[src/rtl/hfill_pkg.sv]
// Shared types and constants for the monochrome framebuffer line-fill core.
// Used by the front end, the command queue, the back end and the top level.
package hfill_pkg;

  // Framebuffer geometry.
  localparam int ADDR_W      = 14;
  localparam int STORE_DEPTH = 16384;
  localparam int BYTE_W      = 8;
  localparam int COL_W       = 9;
  localparam int ROW_W       = 8;
  localparam int RB_W        = 7;
  localparam int BASE_W      = ROW_W + RB_W;
  localparam int BYTE_SHIFT  = 3;

  localparam logic [RB_W-1:0]       RB_RESET       = 7'd64;
  localparam logic [BYTE_W-1:0]     FULL_MASK      = 8'hFF;
  localparam logic [BYTE_SHIFT-1:0] LAST_PIX_IN_BYTE = 3'd7;

  // Request type codes carried in the input sideband.
  localparam logic REQ_DRAW = 1'b0;
  localparam logic REQ_READ = 1'b1;

  // Command queue between front and back end.
  localparam int Q_DEPTH = 2;
  localparam int Q_PTR_W = 1;
  localparam int Q_CNT_W = 2;

  typedef enum logic [1:0] {
    CMD_DRAW,
    CMD_READ,
    CMD_REJECT
  } cmd_kind_t;

  typedef struct packed {
    cmd_kind_t             kind;
    logic [ADDR_W-1:0]     addr_first;
    logic [ADDR_W-1:0]     addr_last;
    logic [BYTE_W-1:0]     mask_first;
    logic [BYTE_W-1:0]     mask_last;
  } cmd_t;

  typedef enum logic [2:0] {
    B_CLEAR,
    B_IDLE,
    B_READ_OUT,
    B_HEAD_WR,
    B_FILL,
    B_TAIL_RD,
    B_TAIL_WR
  } back_state_t;

endpackage

[src/rtl/hfill_queue.sv]
// Two-entry command queue between the front end and the back end.
// Depends on hfill_pkg for the command type and depth.
module hfill_queue import hfill_pkg::*; (
  input  logic   clk,
  input  logic   rst,
  input  logic   push_valid,
  output logic   push_ready,
  input  cmd_t   push_cmd,
  output logic   pop_valid,
  input  logic   pop_ready,
  output cmd_t   pop_cmd
);

  cmd_t                q_mem [Q_DEPTH];
  logic [Q_PTR_W-1:0]  wr_ptr;
  logic [Q_PTR_W-1:0]  rd_ptr;
  logic [Q_CNT_W-1:0]  count;
  logic                do_push;
  logic                do_pop;

  assign push_ready = count != Q_CNT_W'(Q_DEPTH);
  assign pop_valid  = count != '0;
  assign do_push    = push_valid && push_ready;
  assign do_pop     = pop_valid && pop_ready;
  assign pop_cmd    = q_mem[rd_ptr];

  // Pointers and fill count.
  always_ff @(posedge clk) begin
    if (rst) begin
      wr_ptr <= '0;
      rd_ptr <= '0;
      count  <= '0;
    end else begin
      if (do_push) begin
        wr_ptr <= wr_ptr + 1'b1;
      end
      if (do_pop) begin
        rd_ptr <= rd_ptr + 1'b1;
      end
      if (do_push && !do_pop) begin
        count <= count + 1'b1;
      end else if (do_pop && !do_push) begin
        count <= count - 1'b1;
      end
    end
  end

  // Entry storage.
  always_ff @(posedge clk) begin
    if (do_push) begin
      q_mem[wr_ptr] <= push_cmd;
    end
  end

endmodule

[config.mk]
export PLATFORM = sky130hd
export DESIGN_NAME = hfill_queue
export DESIGN_NICKNAME = d
export VERILOG_FILES = /design/src/rtl/hfill_pkg.sv /design/src/rtl/hfill_queue.sv
export SDC_FILE = /design/constraint.sdc
export NUM_CORES = 1
export LEC_CHECK = 0
export ABC_AREA = 1
export BUFFER_PORTS_ARGS = -buffer_cell sky130_fd_sc_hd__buf_2
export CORE_MARGIN = 4
export CORE_UTILIZATION = 52
export CTS_BUF_LIST = sky130_fd_sc_hd__clkbuf_4 sky130_fd_sc_hd__clkbuf_8 sky130_fd_sc_hd__clkbuf_16
export CTS_CLUSTER_SIZE = 25
export DETAILED_ROUTE_END_ITERATION = 16
export PLACE_DENSITY_LB_ADDON = 0.08
export SLEW_MARGIN = 20
export SYNTH_ARGS = -nofsm -noshare
export SYNTH_HDL_FRONTEND = slang
export SYNTH_SLANG_ARGS = --single-unit
[constraint.sdc]
create_clock -name clk -period 3.4 [get_ports clk]
set_input_delay 0.51 -clock clk [delete_from_list [all_inputs] [get_ports clk]]
set_output_delay 0.51 -clock clk [all_outputs]
set_load 0.02 [all_outputs]
==> results of run 1 <==
[per-stage QoR]
| step | utilization (%) | hold WS [ns] | cell area, µm² |
|---|---|---|---|
| floorplan | - | 0.465 | 3760 |
| global placement | 62.9 | 0.479 | 4350 |
| detailed placement | 62.9 | 0.493 | 4350 |
| CTS | 65.7 | 0.330 | 4540 |
| global route | 65.7 | 0.321 | 4540 |
| finish | 65.7 | 0.347 | 4540 |
[path summary, 6_finish.rpt]
path,startpoint,to,slack [ns],depth (start not counted)
hold / removal,push_cmd[38],q_mem[1][38],0.35,1
setup reg to reg,count[0],q_mem[0][28],1.43,5
hold reg to reg,rd_ptr,flop,0.50,2
setup / recovery,flop,pop_cmd[26],1.09,3
[per-layer routing]
metal,part of all wire [%],track usage [%]
met5,0,0
met4,0.71,5.86
met3,6.7,4.99
met2,51,24.0
met1,41,18.0
[state kept, by name (all words and copies together), names as in the netlist, named ones only]
signal  flops
wr_ptr      1
q_mem      92
rd_ptr      1
count       2
[cell type report]
class                      count  area share (%)
multi-input combinational     70            17.5
tap                           96            2.65
sequential                    97            63.1
timing repair buffer         101            11.9
inverter                       8           0.662
clock inverter                 6            1.30
clock buffer                  10            2.90
[where the power goes]
group	internal (mW)	switching [mW]	leakage, nW
Sequential	1.51	0.0649	0.900
Clock	0.344	0.366	0.0964
Combinational	0.428	0.549	0.810
[cells in the final DEF (no fill, tap or decap), drive strengths merged]
| master | synthesis | final |
|---|---|---|
| a21oi | 2 | 2 |
| buf | 5 | 101 |
| bufinv | 0 | 1 |
| clkbuf | 0 | 10 |
| clkinv | 0 | 5 |
| dfxtp | 5 | 5 |
| edfxtp | 92 | 92 |
| ha | 1 | 1 |
| inv | 8 | 8 |
| mux2 | 46 | 46 |
| nand2 | 9 | 9 |
| nand3 | 2 | 2 |
| nand4 | 1 | 1 |
| nor2 | 7 | 7 |
| o21ai | 2 | 2 |
[logic make-up after synthesis]
logic type	Yosys count
buffers and inverters	13
adders and majority gates	1
AOI/OAI and AO/OA	4
and+or+nand+nor	19
muxes	46
DFF	97
==> impl_metrics.ini, run 1 <==
[detailed_routing]
wirelength_um = 6070
wl_per_cell_um = 15.6
avgViaCountPerCell = 4.78
drt_pass1_iterations = 4
num_vias = 1853
drc = 0
drtAntennaViolNets = 0
drt_iter0_drc = 66

[grt]
grt_pass1_vias = 1946
track_usage_pct = 14.7
grt_pass1_wl_um = 9470
grt_max_degree = 36
antenna_found_initial = 0
grt-ovfl-total = 0

[synthesis]
synth-edff-count = 92
synthFlopType = edfxtp_1
synthMuxAreaShare_pct = 17.8
synth.most_common_cell = edfxtp_1
synthTopCellsByCount = 92 x edfxtp_1, 40 x mux2_4, 9 x nand2_1
synth-xor-area-share_pct = 0
synth_compound_area_share_pct = 0.532
syn-num-nets = 231
synthCells = 180
synth-warning-count = 0
synth_fa_ha_area_share_pct = 0.333
ys_seq_area_share_pct = 76.1
synth_seq_cells = 97
yosysTopAreaCell = edfxtp_1
yosys-top-cells-area = edfxtp_1 73%, mux2_4 16%, dfxtp_1 2.7%, buf_12 2.1%, mux2_2 1.8%
synth_top_family_by_area = multiplexers
async_reset_ff_share_pct = 0
syn_avg_cell_area_um2 = 20.9
synth_simple_gate_area_share_pct = 2.03
synth_top_area_share_pct = 73.5
ys_types = 14
syn_area_um2 = 3760

[cts]
cts.repair.resized = 0
clk_path_buf_depth = 2
cts_max_level = 3
clk_pin_slew_worst_paths_ns = 0.09
cts_tree = done
clkSinkCount = 97
ctsHoldBuffers = 0
cts_root_buffer = clkbuf_8
worstSkewPairLatency_ns = 0.35
cts_made_buffers = 9
cts_setup_buffers = 0

[timing]
post-route-period-util_pct = 67.8
final.setup.tns_ns = 0
clock_skew_ns = 0.0119
hold_viol_final = 0
tightest_slew_ns = 0.721
max_slew_margin_pct = 51.8
slew_viol_final = 0
setup_viol = 0
rsz0062_at_grt = no
fmax_mhz = 434
period_minus_slack_ns = 2.31
setup_ws_ns = 1.09

[worst_setup_path]
criticalPathCategory = reg -> out
worstPathCellList = buf_12, mux2_2, buf_2
path_buf_inv = 2
max_stage_delay_ns = 0.58
worstSetupEndpointType = output port
worstSetupStartpointType = flop
required_ns = 2.89
crit_arrival_ns = 1.80
slowest_stage = dfxtp_2
worstPathMaxFanout = 35
cp_top_family = flip-flops

[place]
dp_hpwl_um = 4170
dp.cells = 372
port_buffers = 97
place_congestion = 0.639
pre_cts_ws_ns = 1.35

[floorplan]
core_region_area_um2 = 6910
ios = 98
dieWidth_um = 93.0
start_util_pct = 54.5
die_area_um2 = 8660
dieHeight_um = 93.0
rows = 30

[pwr]
p_leak_nw = 1.81
peakVddDrop_mv = 0.501
pwr_density_cell_nw_per_um2 = 719
p_total_mw = 3.26

[final_layout]
ff_latch_area_um2 = 2860
multi_input_area_um2 = 792
drive_gt1_share_pct = 55.8
final_cell_count_no_fill = 388
syn_to_final_growth_pct = 20.6
fillers = 508
antenna_cells = 0
nets = 338

[status]
status = finished clean

[worst_hold_path]
hold_class = in -> reg

[flow_run]
cap_violations = 0
Power figures use the tool's default switching activity.
==> inputs of run 2 (changes only) <==
--- a/config.mk
+++ b/config.mk
@@ -5,10 +5,10 @@
 export SDC_FILE = /design/constraint.sdc
 export NUM_CORES = 1
 export LEC_CHECK = 0
-export ABC_AREA = 1
+export ABC_AREA = 0
 export BUFFER_PORTS_ARGS = -buffer_cell sky130_fd_sc_hd__buf_2
 export CORE_MARGIN = 4
-export CORE_UTILIZATION = 52
+export CORE_UTILIZATION = 46
 export CTS_BUF_LIST = sky130_fd_sc_hd__clkbuf_4 sky130_fd_sc_hd__clkbuf_8 sky130_fd_sc_hd__clkbuf_16
 export CTS_CLUSTER_SIZE = 25
 export DETAILED_ROUTE_END_ITERATION = 16
==> constraint.sdc (replaced) <==
create_clock -name clk -period 1.9 [get_ports clk]
set_input_delay 0.285 -clock clk [delete_from_list [all_inputs] [get_ports clk]]
set_output_delay 0.285 -clock clk [all_outputs]
set_load 0.02 [all_outputs]
==> impl_metrics.ini, run 2 <==
[status]
status = finished clean

[synthesis]
async_reset_ff_share_pct = 0
synth_top_family_by_area = multiplexers
synthCells = 167
synth_top_area_share_pct = 78.1
synth-warning-count = 0
synthTopCellsByCount = 92 x edfxtp_1, 46 x mux2_2, 5 x dfxtp_1
synth-xor-area-share_pct = 0.743
synth_fa_ha_area_share_pct = 0.354
synthFlopType = edfxtp_1
syn_avg_cell_area_um2 = 21.2
yosysTopAreaCell = edfxtp_1
syn_area_um2 = 3540
synth_compound_area_share_pct = 0.849
ys_seq_area_share_pct = 80.9
synth_seq_cells = 97
synth.most_common_cell = edfxtp_1
synth-edff-count = 92
ys_types = 18
yosys-top-cells-area = edfxtp_1 78%, mux2_2 15%, dfxtp_1 2.8%, buf_4 0.85%, xor2_1 0.74%
synthMuxAreaShare_pct = 14.6
syn-num-nets = 218
synth_simple_gate_area_share_pct = 1.41

[detailed_routing]
drc = 0
wl_per_cell_um = 15.0
wirelength_um = 5690
drt_pass1_iterations = 4
drt_iter0_drc = 79
num_vias = 1830
avgViaCountPerCell = 4.82
drtAntennaViolNets = 0

[worst_setup_path]
worstPathMaxFanout = 21
worstSetupStartpointType = flop
rr_endpoint = count[1]
criticalPathCategory = reg -> out
critPathCapture = pop_cmd[24]
r2r-start = count[0]
crit_cells = 3
crit_arrival_ns = 1.47
max_stage_delay_ns = 0.37
path_buf_inv = 2
r2r_cells = 5
slowest_stage = mux2_2
worstSetupEndpointType = output port
cp_top_family = buffers and inverters
worstPathCellList = buf_6, mux2_2, buf_2
required_ns = 1.62
reg2reg_slack_ns = 0.27

[cts]
cts_made_buffers = 9
clk_pin_slew_worst_paths_ns = 0.09
worstSkewPairLatency_ns = 0.35
ctsHoldBuffers = 0
cts_root_buffer = clkbuf_8
cts.repair.resized = 0
clk_path_buf_depth = 2
clkSinkCount = 97
cts_setup_buffers = 0
cts_tree = done
cts_max_level = 3

[pwr]
pwr_density_cell_nw_per_um2 = 1300
p_int_mw = 4.03
p_switching_mw = 1.72
clkPwrFrac_pct = 22.0
peakVddDrop_mv = 0.713
pwr-share-comb_pct = 30.3
p_leak_nw = 1.65
netSwitchingFraction_pct = 29.9
pwr-share-seq_pct = 47.8

[timing]
rsz0062_at_grt = no
period_minus_slack_ns = 1.75
max_slew_margin_pct = 77.0
hold_viol_final = 0
fmax_mhz = 570
clock_skew_ns = 0.00669
final.setup.tns_ns = 0
slew_viol_final = 0
post-route-period-util_pct = 92.4
tightest_slew_ns = 0.345
setup_viol = 0

[floorplan]
core_region_area_um2 = 7370
dieWidth_um = 95.7
start_util_pct = 48.0
rows = 31
dieHeight_um = 95.7
die_area_um2 = 9160
ios = 98

[grt]
grt_max_degree = 26
track_usage_pct = 13.2
grt-ovfl-total = 0
grt_pass1_vias = 1933
grt_pass1_wl_um = 8850
antenna_found_initial = 0

[final_layout]
utilization_pct = 60.0
syn_to_final_growth_pct = 24.9
final_cell_mix = 97 x buf_2, 92 x edfxtp_1, 46 x mux2_2, 9 x clkbuf_8, 5 x buf_12
nets = 327
largest_register = q_mem
largest_reg_flops = 92
final_common_cell = buf_2
top_regs = q_mem (92), count (2)
antenna_cells = 0
drive_gt1_share_pct = 60.1

[place]
port_buffers = 97
dp_hpwl_um = 3830
place_congestion = 0.679

[worst_hold_path]
hold_class = in -> reg
hp-start = push_cmd[23]

[flow_run]
cap_violations = 0
## run 2: cell count changes in the layout (fill, tap and decap cells not counted), sizes merged, moves of 3 or more
| cell | before | now |
|---|---|---|
| clkinvlp | 0 | 3 |
| nor2 | 7 | 3 |
| nand2 | 9 | 0 |
| inv | 8 | 0 |
| xor2 | 0 | 3 |
## run 2: cell families (layout without fill, tap and decap cells)
family / count (synthesis) / in the layout
DFF: 97 / 97
and+or+nand+nor: 9 / 9
muxes: 46 / 46
buffers and inverters: 6 / 120
xor gates and xnor gates: 3 / 3
AOI/OAI and AO/OA: 5 / 5
adders and majority gates: 1 / 1
## run 2: worst min path at each step
stage	end	cells past startpoint
2_1_floorplan	count[1]	1
6_report	q_mem[1][23]	1
3_5_place_dp	q_mem[0][13]	1
5_1_grt	q_mem[0][33]	1
3_3_place_gp	q_mem[0][45]	1
4_1_cts	q_mem[1][45]	1
## run 2: power by group through the flow
stage	clock network [mW]	logic (mW)	registers, mW
global route	1.41	1.88	2.77
finish	1.26	1.74	2.74
CTS	1.30	1.78	2.74
global placement	0	1.77	2.78
floorplan	0	1.19	2.77
detailed placement	0	1.77	2.79
## run 2: stage by stage
step	worst slack, ns	cell area, µm²	total power [mW]	instances	hold slack [ns]
after floorplan	0.0280	3540	3.97	167	0.354
after global placement	0.349	4230	4.55	364	0.472
after detailed placement	0.295	4230	4.56	364	0.476
after CTS	0.0390	4420	5.82	380	0.103
after global routing	0.0711	4420	6.06	380	0.0955
final	0.145	4420	5.74	380	0.119
## run 2: cell type report
type,instances,area [µm²]
fill,587,2950
sequential,97,2860
multi-input combinational,64,638
timing repair buffer,103,597
clock buffer,10,131
tap,99,124
clock inverter,6,58.8
inverter,1,7.51
## run 2: metal layers
layer / share of wire, % / wire length [µm] / global-route usage [%]
met5: 0 / 0 / 0
met4: 1.0 / 58 / 6.04
met3: 8.8 / 501 / 4.93
met2: 52 / 2940 / 22.4
met1: 38 / 2190 / 14.8
