**config.mk**
```make
export PLATFORM = sky130hd
export DESIGN_NAME = hfill_front
export DESIGN_NICKNAME = d
export VERILOG_FILES = /design/src/rtl/hfill_pkg.sv /design/src/rtl/hfill_front.sv
export SDC_FILE = /design/constraint.sdc
export NUM_CORES = 1
export LEC_CHECK = 0
export ABC_AREA = 1
export BUFFER_PORTS_ARGS = -buffer_cell sky130_fd_sc_hd__buf_2
export CAP_MARGIN = 25
export CELL_PAD_IN_SITES_DETAIL_PLACEMENT = 0
export CELL_PAD_IN_SITES_GLOBAL_PLACEMENT = 1
export CORE_MARGIN = 4
export CORE_UTILIZATION = 45
export DETAILED_ROUTE_END_ITERATION = 6
export GPL_ROUTABILITY_DRIVEN = 0
export GPL_TIMING_DRIVEN = 0
export PLACE_DENSITY = 0.95
export SETUP_SLACK_MARGIN = 0.02
export SYNTH_ARGS = -nofsm -noshare
export SYNTH_HDL_FRONTEND = slang
export SYNTH_SLANG_ARGS = --single-unit
export TNS_END_PERCENT = 100
```
**constraint.sdc**
```tcl
create_clock -name clk -period 7 [get_ports clk]
set_input_delay 1.05 -clock clk [delete_from_list [all_inputs] [get_ports clk]]
set_output_delay 1.05 -clock clk [all_outputs]
set_load 0.01 [all_outputs]
```
**src/rtl/hfill_pkg.sv**
```systemverilog
// Shared types and constants for the monochrome framebuffer line-fill core.
// Used by the front end, the command queue, the back end and the top level.
package hfill_pkg;

  // Framebuffer geometry.
  localparam int ADDR_W      = 14;
  localparam int STORE_DEPTH = 16384;
  localparam int BYTE_W      = 8;
  localparam int COL_W       = 9;
  localparam int ROW_W       = 8;
  localparam int RB_W        = 7;
  localparam int BASE_W      = ROW_W + RB_W;
  localparam int BYTE_SHIFT  = 3;

  localparam logic [RB_W-1:0]       RB_RESET       = 7'd64;
  localparam logic [BYTE_W-1:0]     FULL_MASK      = 8'hFF;
  localparam logic [BYTE_SHIFT-1:0] LAST_PIX_IN_BYTE = 3'd7;

  // Request type codes carried in the input sideband.
  localparam logic REQ_DRAW = 1'b0;
  localparam logic REQ_READ = 1'b1;

  // Command queue between front and back end.
  localparam int Q_DEPTH = 2;
  localparam int Q_PTR_W = 1;
  localparam int Q_CNT_W = 2;

  typedef enum logic [1:0] {
    CMD_DRAW,
    CMD_READ,
    CMD_REJECT
  } cmd_kind_t;

  typedef struct packed {
    cmd_kind_t             kind;
    logic [ADDR_W-1:0]     addr_first;
    logic [ADDR_W-1:0]     addr_last;
    logic [BYTE_W-1:0]     mask_first;
    logic [BYTE_W-1:0]     mask_last;
  } cmd_t;

  typedef enum logic [2:0] {
    B_CLEAR,
    B_IDLE,
    B_READ_OUT,
    B_HEAD_WR,
    B_FILL,
    B_TAIL_RD,
    B_TAIL_WR
  } back_state_t;

endpackage

```
**src/rtl/hfill_front.sv**
```systemverilog
// Front end: accepts requests, checks draw spans and builds byte commands.
// Depends on hfill_pkg; feeds hfill_queue.
module hfill_front import hfill_pkg::*; #(
  parameter int ROWS = 256
) (
  input  logic                  clk,
  input  logic                  rst,
  input  logic                  s_tvalid,
  output logic                  s_tready,
  input  logic [39:0]           s_tdata,
  input  logic                  s_tuser,
  input  logic [RB_W-1:0]       rb,
  input  logic                  clearing,
  output logic                  push_valid,
  input  logic                  push_ready,
  output cmd_t                  push_cmd
);

  localparam int ROWS_W = $clog2(ROWS + 1);
  localparam int CMP_W  = (ROWS_W > ROW_W) ? ROWS_W : ROW_W;

  logic                  f_valid;
  logic                  f_req;
  logic [COL_W-1:0]      f_xs;
  logic [COL_W-1:0]      f_xe;
  logic                  f_ok;
  logic [BASE_W-1:0]     f_base;
  logic [RB_W-1:0]       f_rb;
  logic [ADDR_W-1:0]     f_byte_index;

  logic [COL_W-1:0]      in_xs;
  logic [COL_W-1:0]      in_xe;
  logic [ROW_W-1:0]      in_row;
  logic [ADDR_W-1:0]     in_byte_index;
  logic                  in_ok;
  logic                  accept;

  logic [BASE_W:0]       end_sum;
  logic                  fits;
  logic [ADDR_W-1:0]     addr_first;
  logic [ADDR_W-1:0]     addr_last;
  logic [BYTE_W-1:0]     mask_first;
  logic [BYTE_W-1:0]     mask_last;

  // Unpack the request fields.
  assign in_xs         = s_tdata[8:0];
  assign in_xe         = s_tdata[17:9];
  assign in_row        = s_tdata[25:18];
  assign in_byte_index = s_tdata[39:26];

  assign s_tready = !f_valid && !clearing;
  assign accept   = s_tvalid && s_tready;

  // Span checks that need only the incoming fields and the stride.
  assign in_ok = (rb != '0) && (in_xs <= in_xe) &&
                 ({1'b0, in_xe} < {rb, 3'b000}) &&
                 (CMP_W'(in_row) < CMP_W'(ROWS));

  // Holding register; the row base product is registered here.
  always_ff @(posedge clk) begin
    if (rst) begin
      f_valid <= 1'b0;
    end else if (accept) begin
      f_valid <= 1'b1;
    end else if (push_valid && push_ready) begin
      f_valid <= 1'b0;
    end
  end

  always_ff @(posedge clk) begin
    if (accept) begin
      f_req        <= s_tuser;
      f_xs         <= in_xs;
      f_xe         <= in_xe;
      f_ok         <= in_ok;
      f_base       <= {{RB_W{1'b0}}, in_row} * {{ROW_W{1'b0}}, rb};
      f_rb         <= rb;
      f_byte_index <= in_byte_index;
    end
  end

  // The row must end inside the store.
  assign end_sum = {1'b0, f_base} + {{(BASE_W + 1 - RB_W){1'b0}}, f_rb};
  assign fits    = end_sum <= (BASE_W + 1)'(STORE_DEPTH);

  // Byte addresses and edge masks of the span, most significant bit first.
  assign addr_first = f_base[ADDR_W-1:0] +
                      {{(ADDR_W - COL_W + BYTE_SHIFT){1'b0}}, f_xs[COL_W-1:BYTE_SHIFT]};
  assign addr_last  = f_base[ADDR_W-1:0] +
                      {{(ADDR_W - COL_W + BYTE_SHIFT){1'b0}}, f_xe[COL_W-1:BYTE_SHIFT]};
  assign mask_last  = FULL_MASK << (LAST_PIX_IN_BYTE - f_xe[BYTE_SHIFT-1:0]);

  always_comb begin
    mask_first = FULL_MASK >> f_xs[BYTE_SHIFT-1:0];
    // A span inside one byte uses both edge masks.
    if (f_xs[COL_W-1:BYTE_SHIFT] == f_xe[COL_W-1:BYTE_SHIFT]) begin
      mask_first = mask_first & mask_last;
    end
  end

  // Classify the request into a command for the back end.
  always_comb begin
    push_cmd.addr_first = addr_first;
    push_cmd.addr_last  = addr_last;
    push_cmd.mask_first = mask_first;
    push_cmd.mask_last  = mask_last;
    if (f_req == REQ_READ) begin
      push_cmd.kind       = CMD_READ;
      push_cmd.addr_first = f_byte_index;
    end else if (f_ok && fits) begin
      push_cmd.kind = CMD_DRAW;
    end else begin
      push_cmd.kind = CMD_REJECT;
    end
  end

  assign push_valid = f_valid;

endmodule

```
==> parameters.txt, run 1 <==
Parameter                              Value

Finish
  Most common library cell in the layout ignoring fill and taps ... sky130_fd_sc_hd__nand2_1
  Number of cells in the finished layout apart from fillers ... 995
  Final instance area ... around 6800 um^2
  Fillers ... 1199
  Most frequent cells in the layout ... sky130_fd_sc_hd__nand2_1 (181), sky130_fd_sc_hd__inv_1 (146), sky130_fd_sc_hd__buf_2 (101)
  Number of nets in the layout ... 968
  Synth-to-layout area growth ... 17.5%
  Share of post-route cells with drive strength above 1 ... 0.170

Floorplan
  Core region area ... around 13000 um^2
  Die width ... ~120 um
  I/O pin total ... just over 100
  Die ar. ... between 10000 and 15000 um^2
  Vert. Die Dim ... 121 um
  Initial core utilization ... 0.459
  Placement row count ... between 40 and 50

Placement
  HPWL after detailed placement ... roughly 11000 um
  Total cell area at the placement stage ... ~6500 um^2
  Cell Count Post-Placement ... a little under 1000
  Port Buffer Count ... 99

Worst setup path
  Dominant cell type by count on the critical path ... sky130_fd_sc_hd__fa_1
  Number of cells on the worst reg-to-reg path ... 4
  Slowest Stage Delay on Critical Path ... 550 ps
  Type of the setup path with the least slack ... in -> reg
  Worst R2R Start ... push_valid
  Crit path required time ... a little over 7000 ps
  CP Max Fanout ... 10
  Data arrival at the endpoint of the critical path ... between 5000 and 6000 ps
  Buf/Inv on CP ... 5
  Startpoint class of the critical path ... input port
  Setup slack, reg-to-reg ... 5440 ps
  Kind of capture point of the worst setup path ... flop
  Reg-to-Reg End ... f_byte_index[7]
  Critical Path Slowest Stage Cell ... sky130_fd_sc_hd__fa_1
  Crit path max-delay family ... adder cells
  Cell-by-cell trace of the critical path ... buf_2 -> clkbuf_1 -> nand2_1 -> fa_1 -> fa_1 -> inv_1 -> fa_1 -> inv_1 -> fa_1 -> inv_1 -> ha_1 -> a21oi_1 -> nand2_1 -> nand3_1 -> nand2_1 -> a31oi_1 -> xnor2_1

Routing
  Final wirelength ... about 13000 um
  Via density per instance ... 4.85
  Final ANT Viol Nets ... 0
  Initial drt markers ... between 200 and 300
  Routed length per instance ... 12.9 um
  TritonRoute pass-1 iters ... 4
  Number of DRC violations after detailed routing ... 0
  Total via count in the routed design ... ~4800

Synthesis
  Adder-Cell Fraction of Synth Area ... 0.254
  Largest family of logic cells by synthesized area ... adder cells
  Number of library cell types mapped by synthesis ... 48
  XOR/XNOR share of the synthesized area ... 0.0531
  Post-synthesis compound-gate area fraction ... 0.0748
  Async S/R FF share, synth ... 0
  Number of warnings printed during yosys synthesis ... 0
  Synthesized area ... ~5800 um^2
  Mux cell area share after synthesis ... 0
  Share of the yosys chip area belonging to registers ... 0.295
  Net Count, Synth ... about 860
  Number of enable-type register cells in the synthesized netlist ... between 50 and 60
  #FFs+latches synth ... 57
  Mean instance size in the synthesized netlist ... approximately 8.2 um^2
  Post-synthesis share of cell area spent on and, or, nand and nor gates ... 0.214
  Count of mapped cells out of synthesis ... between 700 and 800
  Leading register cell type out of synthesis ... sky130_fd_sc_hd__edfxtp_1

Power
  Power density relative to cell area ... about 240 nW/um^2
  Maximum ir drop on the vdd rail ... between 0.1 and 0.15 mV
  Reg power frac ... 0.293
  Leakage ... 0.00367 uW
  Clock network power share ... 0.254
  Share of total power in combinational logic ... 0.453
  Net switching power ... about 610 uW
  Internal Dissipation ... around 980 uW
  Switching fraction of total power ... 0.383

Clock tree
  CTS sink count ... 57
  Number of buffers inserted by hold repair at cts ... 0
  Clk_lat worst skew ... approximately 320 ps
  Clock-pin slew on the worst setup and hold paths ... around 50 ps
  Post-CTS Repair Setup Buffers ... 0
  Clock Tree Buf Depth ... 2
  Number of buffers inserted during clock tree synthesis ... 9
  Clock Root Buffer ... sky130_fd_sc_hd__clkbuf_16
  Number of resized instances in the post-cts repair step ... 0
  Number of H-tree branching levels ... 3
  CTS tree ... built

Global route
  Number of global-route vias before repair ... roughly 5000
  Gr usage total ... 0.189
  Maximum number of pins on one net before global-route repair ... 30
  Initial antenna violation count ... 1
  Global-route wire length before repair ... 22500 um
  Remaining global-route overflow ... 0

Worst hold path
  Worst hold stages ... 2
  Worst Hold Endpoint ... push_valid
  Min-Delay Path Class ... reg -> reg
  Hold Crit Start ... push_valid

STA
  Setup violation total in the final timing report ... 0
  Max-Slew Margin vs Limit ... 0.557
  Tcrit/Tclk final ... 0.725
  Period minus WS final ... 5080 ps
  Post-Route Skew ... around 9 ps
  Timing-limited maximum frequency ... about 200 MHz
  Setup repair after global routing missed its margin ... no
  Setup TNS Final ... 0 ps
  Max Transition Viols Final ... 0
  Number of hold-slack violations in the final timing report ... 0
  Slew at the pin with the worst max-slew slack ... roughly 660 ps

Run
  Number of violations of the max-capacitance limit ... 0

Outcome
  Status ... finished, final reports clean
==> state kept, by name, indices dropped and copies added (netlist names) <==
| register | flops |
|---|---|
| f_byte_index | 14 |
| f_req | 1 |
| f_xe | 9 |
| f_xs | 9 |
| f_rb | 7 |
| f_ok | 1 |
| f_base | 15 |
| push_valid | 1 |
==> how the worst max path moves through the flow <==
stage	slack (ps)	cells past startpoint	endpoint	from
after floorplan	2130	16	f_base[11]	rb[6]
after global placement	1600	17	f_base[11]	rb[6]
after detailed placement	1600	16	f_base[12]	rb[5]
after CTS	1930	17	f_base[11]	rb[6]
after global routing	1610	17	f_base[11]	rb[6]
final	1920	17	f_base[11]	rb[6]
==> synthesized netlist by cell type (all sizes together), types with 2 or more instances <==
master	n	area, um^2
a21boi	2	22.5
a21oi	32	168
a221oi	2	17.5
a31oi	4	25.0
buf	5	32.5
clkbuf	8	30.0
edfxtp	56	1680
fa	32	641
ha	66	826
inv	148	556
nand2	187	722
nand3	43	228
nand3b	3	22.5
nand4	7	43.8
nor2	34	155
nor3	6	46.3
o21ai	19	103
o21bai	2	18.8
xnor2	9	78.8
xor2	26	228
==> per-layer routing <==
metal	GRT usage	vias up	share of wire
met3	0.0219	19	0.043
met2	0.332	96	0.49
li1	-	2479	-
met4	0.0686	0	0.024
met5	0	-	0
met1	0.241	2228	0.45
==> worst register-to-register path, cell delays in order (launching register included) <==
cell and delay (ps):
sky130_fd_sc_hd__dfxtp_1 310, sky130_fd_sc_hd__nor2_1 120, sky130_fd_sc_hd__nand2_1 100, sky130_fd_sc_hd__inv_2 450
sky130_fd_sc_hd__buf_12 270
==> power by group through the flow <==
stage          logic, uW  registers [uW]  clock network, uW
2_1_floorplan        540             461                  0
3_3_place_gp         708             473                  0
3_5_place_dp         723             472                  0
4_1_cts              730             466                413
5_1_grt              842             471                431
6_report             723             467                405
==> final cells by class <==
class | count | area (um^2) | share of cell area
flip-flops and latches | 57 | 1700 | 0.251
well taps | 172 | 215 | 0.0317
clock buffers | 11 | 233 | 0.0343
plain buffers | 13 | 62.6 | 0.00923
clock inverters | 5 | 46.3 | 0.00683
diodes | 1 | 2.50 | 0.000369
repair buffers | 100 | 515 | 0.0760
inverters | 149 | 559 | 0.0825
multi-input cells | 487 | 3440 | 0.508
==> kinds of logic after synthesis <==
logic type | count (synthesis)
AO/OA/AOI/OAI | 70
XOR/XNOR | 35
adder cells (fa/ha/maj) | 98
buffers and inverters | 162
flip-flops | 57
other | 1
AND/OR/NAND/NOR | 283
==> metrics by stage <==
stage / total power [uW] / setup WS [ps] / util / hold slack [ps]
global placement: 1180 / 1600 / 0.515 / 464
detailed placement: 1200 / 1600 / 0.517 / 473
global route: 1740 / 1610 / 0.539 / 507
finish: 1590 / 1920 / 0.539 / 473
CTS: 1610 / 1930 / 0.539 / 479
floorplan: 1000 / 2130 / - / 493
Power figures use the tool's default switching activity.
==> inputs of run 2 (changes only) <==
CORE_UTILIZATION = 43   (was 45)
PLACE_DENSITY = 0.92   (was 0.95)
clock period = 4.7 ns   (was 7 ns; I/O delays follow)
==> run 2 against run 1 <==
  * Sequential power up 49%
  * Total power up 52%
  * Clock power up 62%
  * Sequential share of layout area about the same
  * Flip-flop and latch count unchanged
  * Via count down 1.9%
  * Critical path type unchanged
  * Highest routed layer unchanged
==> parameters.txt, run 2 (same netlist as run 1, synthesis figures left out) <==
Parameter                              Value

Outcome
  Status ... finished, final reports clean

Clock tree
  Number of buffers inserted during clock tree synthesis ... 9
  Number of resized instances in the post-cts repair step ... 0
  Clock Tree Buf Depth ... 2
  Clk_lat worst skew ... roughly 330 ps
  Post-CTS Repair Setup Buffers ... 0
  Clock Root Buffer ... sky130_fd_sc_hd__clkbuf_16
  Number of buffers inserted by hold repair at cts ... 0
  CTS sink count ... 57
  Number of H-tree branching levels ... 3
  Clock-pin slew on the worst setup and hold paths ... about 50 ps
  CTS tree ... built

Finish
  Largest Register ... f_base
  Ant. Diodes ... 0
  Final cell utilization of the core ... 0.514
  Fillers ... approximately 1300
  Most frequent cells in the layout ... sky130_fd_sc_hd__nand2_1 (181), sky130_fd_sc_hd__inv_1 (146), sky130_fd_sc_hd__buf_2 (101)
  Area taken by flip-flops and latches ... around 1700 um^2
  Number of cells in the finished layout apart from fillers ... 991
  Area of combinational cells with multiple inputs ... between 3000 and 4000 um^2
  Share of post-route cells with drive strength above 1 ... 0.173
  Most common library cell in the layout ignoring fill and taps ... sky130_fd_sc_hd__nand2_1
  Number of nets in the layout ... just under 1000
  Final instance area ... ~6800 um^2
  Largest registers ... f_base x15, f_byte_index x14
  Synth-to-layout area growth ... 17.6%
  Largest register FFs ... 15

Floorplan
  Vert. Die Dim ... between 100 and 150 um
  I/O pin total ... just over 100
  Placement row count ... 42
  Die width ... 124 um
  Die ar. ... ~15000 um^2
  Initial core utilization ... 0.437
  Core region area ... about 13000 um^2

Power
  Maximum ir drop on the vdd rail ... approximately 0.16 mV
  Power density relative to cell area ... ~360 nW/um^2
  Leakage ... about 0.0037 uW

Routing
  Via density per instance ... between 4 and 5
  Total length of routed met2 wires ... ~6000 um
  Top metal layer carrying routed signals ... met4
  Number of DRC violations after detailed routing ... 0
  Final wirelength ... about 13000 um
  Initial drt markers ... between 150 and 200
  Met1 WL ... 5640 um
  Routed length per instance ... ~13 um
  Total via count in the routed design ... roughly 4700
  Met3 wire len ... around 620 um
  Final ANT Viol Nets ... 0
  TritonRoute pass-1 iters ... 5

Placement
  Setup slack after placement ... -357 ps
  Cell Count Post-Placement ... approximately 980
  Total cell area at the placement stage ... roughly 6500 um^2
  Port Buffer Count ... 99
  HPWL after detailed placement ... around 11000 um

Worst hold path
  Hold Crit Start ... push_valid
  Worst hold stages ... 2
  Min-Delay Path Class ... reg -> reg
  Worst Hold Endpoint ... push_valid

STA
  Period minus WS final ... roughly 4300 ps
  Slew at the pin with the worst max-slew slack ... between 600 and 700 ps
  Max Transition Viols Final ... 0
  Number of hold-slack violations in the final timing report ... 0
  Post-Route Skew ... roughly 5.7 ps
  Setup repair after global routing missed its margin ... no
  Tcrit/Tclk final ... 0.921
  Least setup slack across all paths after layout ... between 300 and 400 ps
  Max-Slew Margin vs Limit ... 0.531
  Setup violation total in the final timing report ... 0
  Timing-limited maximum frequency ... around 230 MHz

Worst setup path
  Startpoint class of the critical path ... input port
  Crit path required time ... around 4800 ps
  Type of the setup path with the least slack ... in -> reg
  Worst R2R Start ... push_valid
  CP Max Fanout ... 11
  Number of cells on the worst reg-to-reg path ... 4
  Reg-to-Reg End ... f_byte_index[13]
  Data arrival at the endpoint of the critical path ... roughly 4400 ps
  Setup slack, reg-to-reg ... 3180 ps
  Kind of capture point of the worst setup path ... flop

Global route
  Gr usage total ... 0.179
  Maximum number of pins on one net before global-route repair ... 32
  Initial antenna violation count ... 0
  Number of global-route vias before repair ... 4648
  Global-route wire length before repair ... around 22000 um
  Remaining global-route overflow ... 0

Run
  Number of violations of the max-capacitance limit ... 0
-- run 2: changes by cell type in the layout (fill, tap and decap cells not counted), sizes merged --
cell,delta
clkbuf,-6
clkinv,-2
diode,-1
bufinv,+1
-- run 2: worst max path at each step --
| stage | startpoint | slack, ps | end | cells past startpoint |
|---|---|---|---|---|
| 2_1_floorplan | rb[6] | 170 | f_base[11] | 16 |
| 3_3_place_gp | rb[5] | -340 | f_base[11] | 17 |
| 3_5_place_dp | rb[5] | -360 | f_base[11] | 17 |
| 4_1_cts | rb[6] | 30 | f_base[11] | 17 |
| 5_1_grt | rb[6] | 100 | f_base[11] | 16 |
| 6_report | rb[6] | 370 | f_base[12] | 15 |
-- run 2: per-stage QoR --
step / hold slack [ps] / setup TNS, ps / total power (uW)
final: 473 / 0 / 2420
after global routing: 514 / 0 / 2650
after CTS: 480 / 0 / 2450
after detailed placement: 473 / -1850 / 1770
after global placement: 465 / -1750 / 1760
after floorplan: 493 / 0 / 1490
-- run 2: report_power, final --
| group | switching (uW) | internal, uW | total [uW] |
|---|---|---|---|
| logic | 649 | 418 | 1070 |
| clock network | 202 | 456 | 658 |
| registers | 54.0 | 643 | 697 |
-- run 2: area by class of cell --
| type | count | area share |
|---|---|---|
| Multi-Input combinational cell | 487 | 0.508 |
| Sequential cell | 57 | 0.251 |
| Inverter | 149 | 0.0825 |
| Timing Repair Buffer | 100 | 0.0760 |
| Clock buffer | 11 | 0.0343 |
| Tap cell | 176 | 0.0325 |
| Clock inverter | 4 | 0.0101 |
| Buffer | 7 | 0.00590 |
-- run 2: routing by layer --
metal	up-vias	global-route usage
met5	-	0
met4	0	0.0720
met3	22	0.0195
met2	107	0.312
met1	2132	0.227
li1	2468	-
-- run 2: timing repair --
action,4_1_cts,5_1_grt
pin swaps,0,0
endpoints found under the hold margin,0,0
endpoints found under the setup margin,3,6
-- run 2: worst max-delay path, cell delays in order --
cell and delay [ps]:
sky130_fd_sc_hd__buf_2 180, sky130_fd_sc_hd__nand2_1 90, sky130_fd_sc_hd__inv_1 50, sky130_fd_sc_hd__fa_1 500, sky130_fd_sc_hd__fa_1 520, sky130_fd_sc_hd__fa_1 540
sky130_fd_sc_hd__inv_1 60, sky130_fd_sc_hd__fa_1 520, sky130_fd_sc_hd__inv_1 40, sky130_fd_sc_hd__ha_1 370, sky130_fd_sc_hd__a21oi_1 170, sky130_fd_sc_hd__o21ai_0 80
sky130_fd_sc_hd__a21oi_1 260, sky130_fd_sc_hd__o21ai_0 140, sky130_fd_sc_hd__xor2_1 160
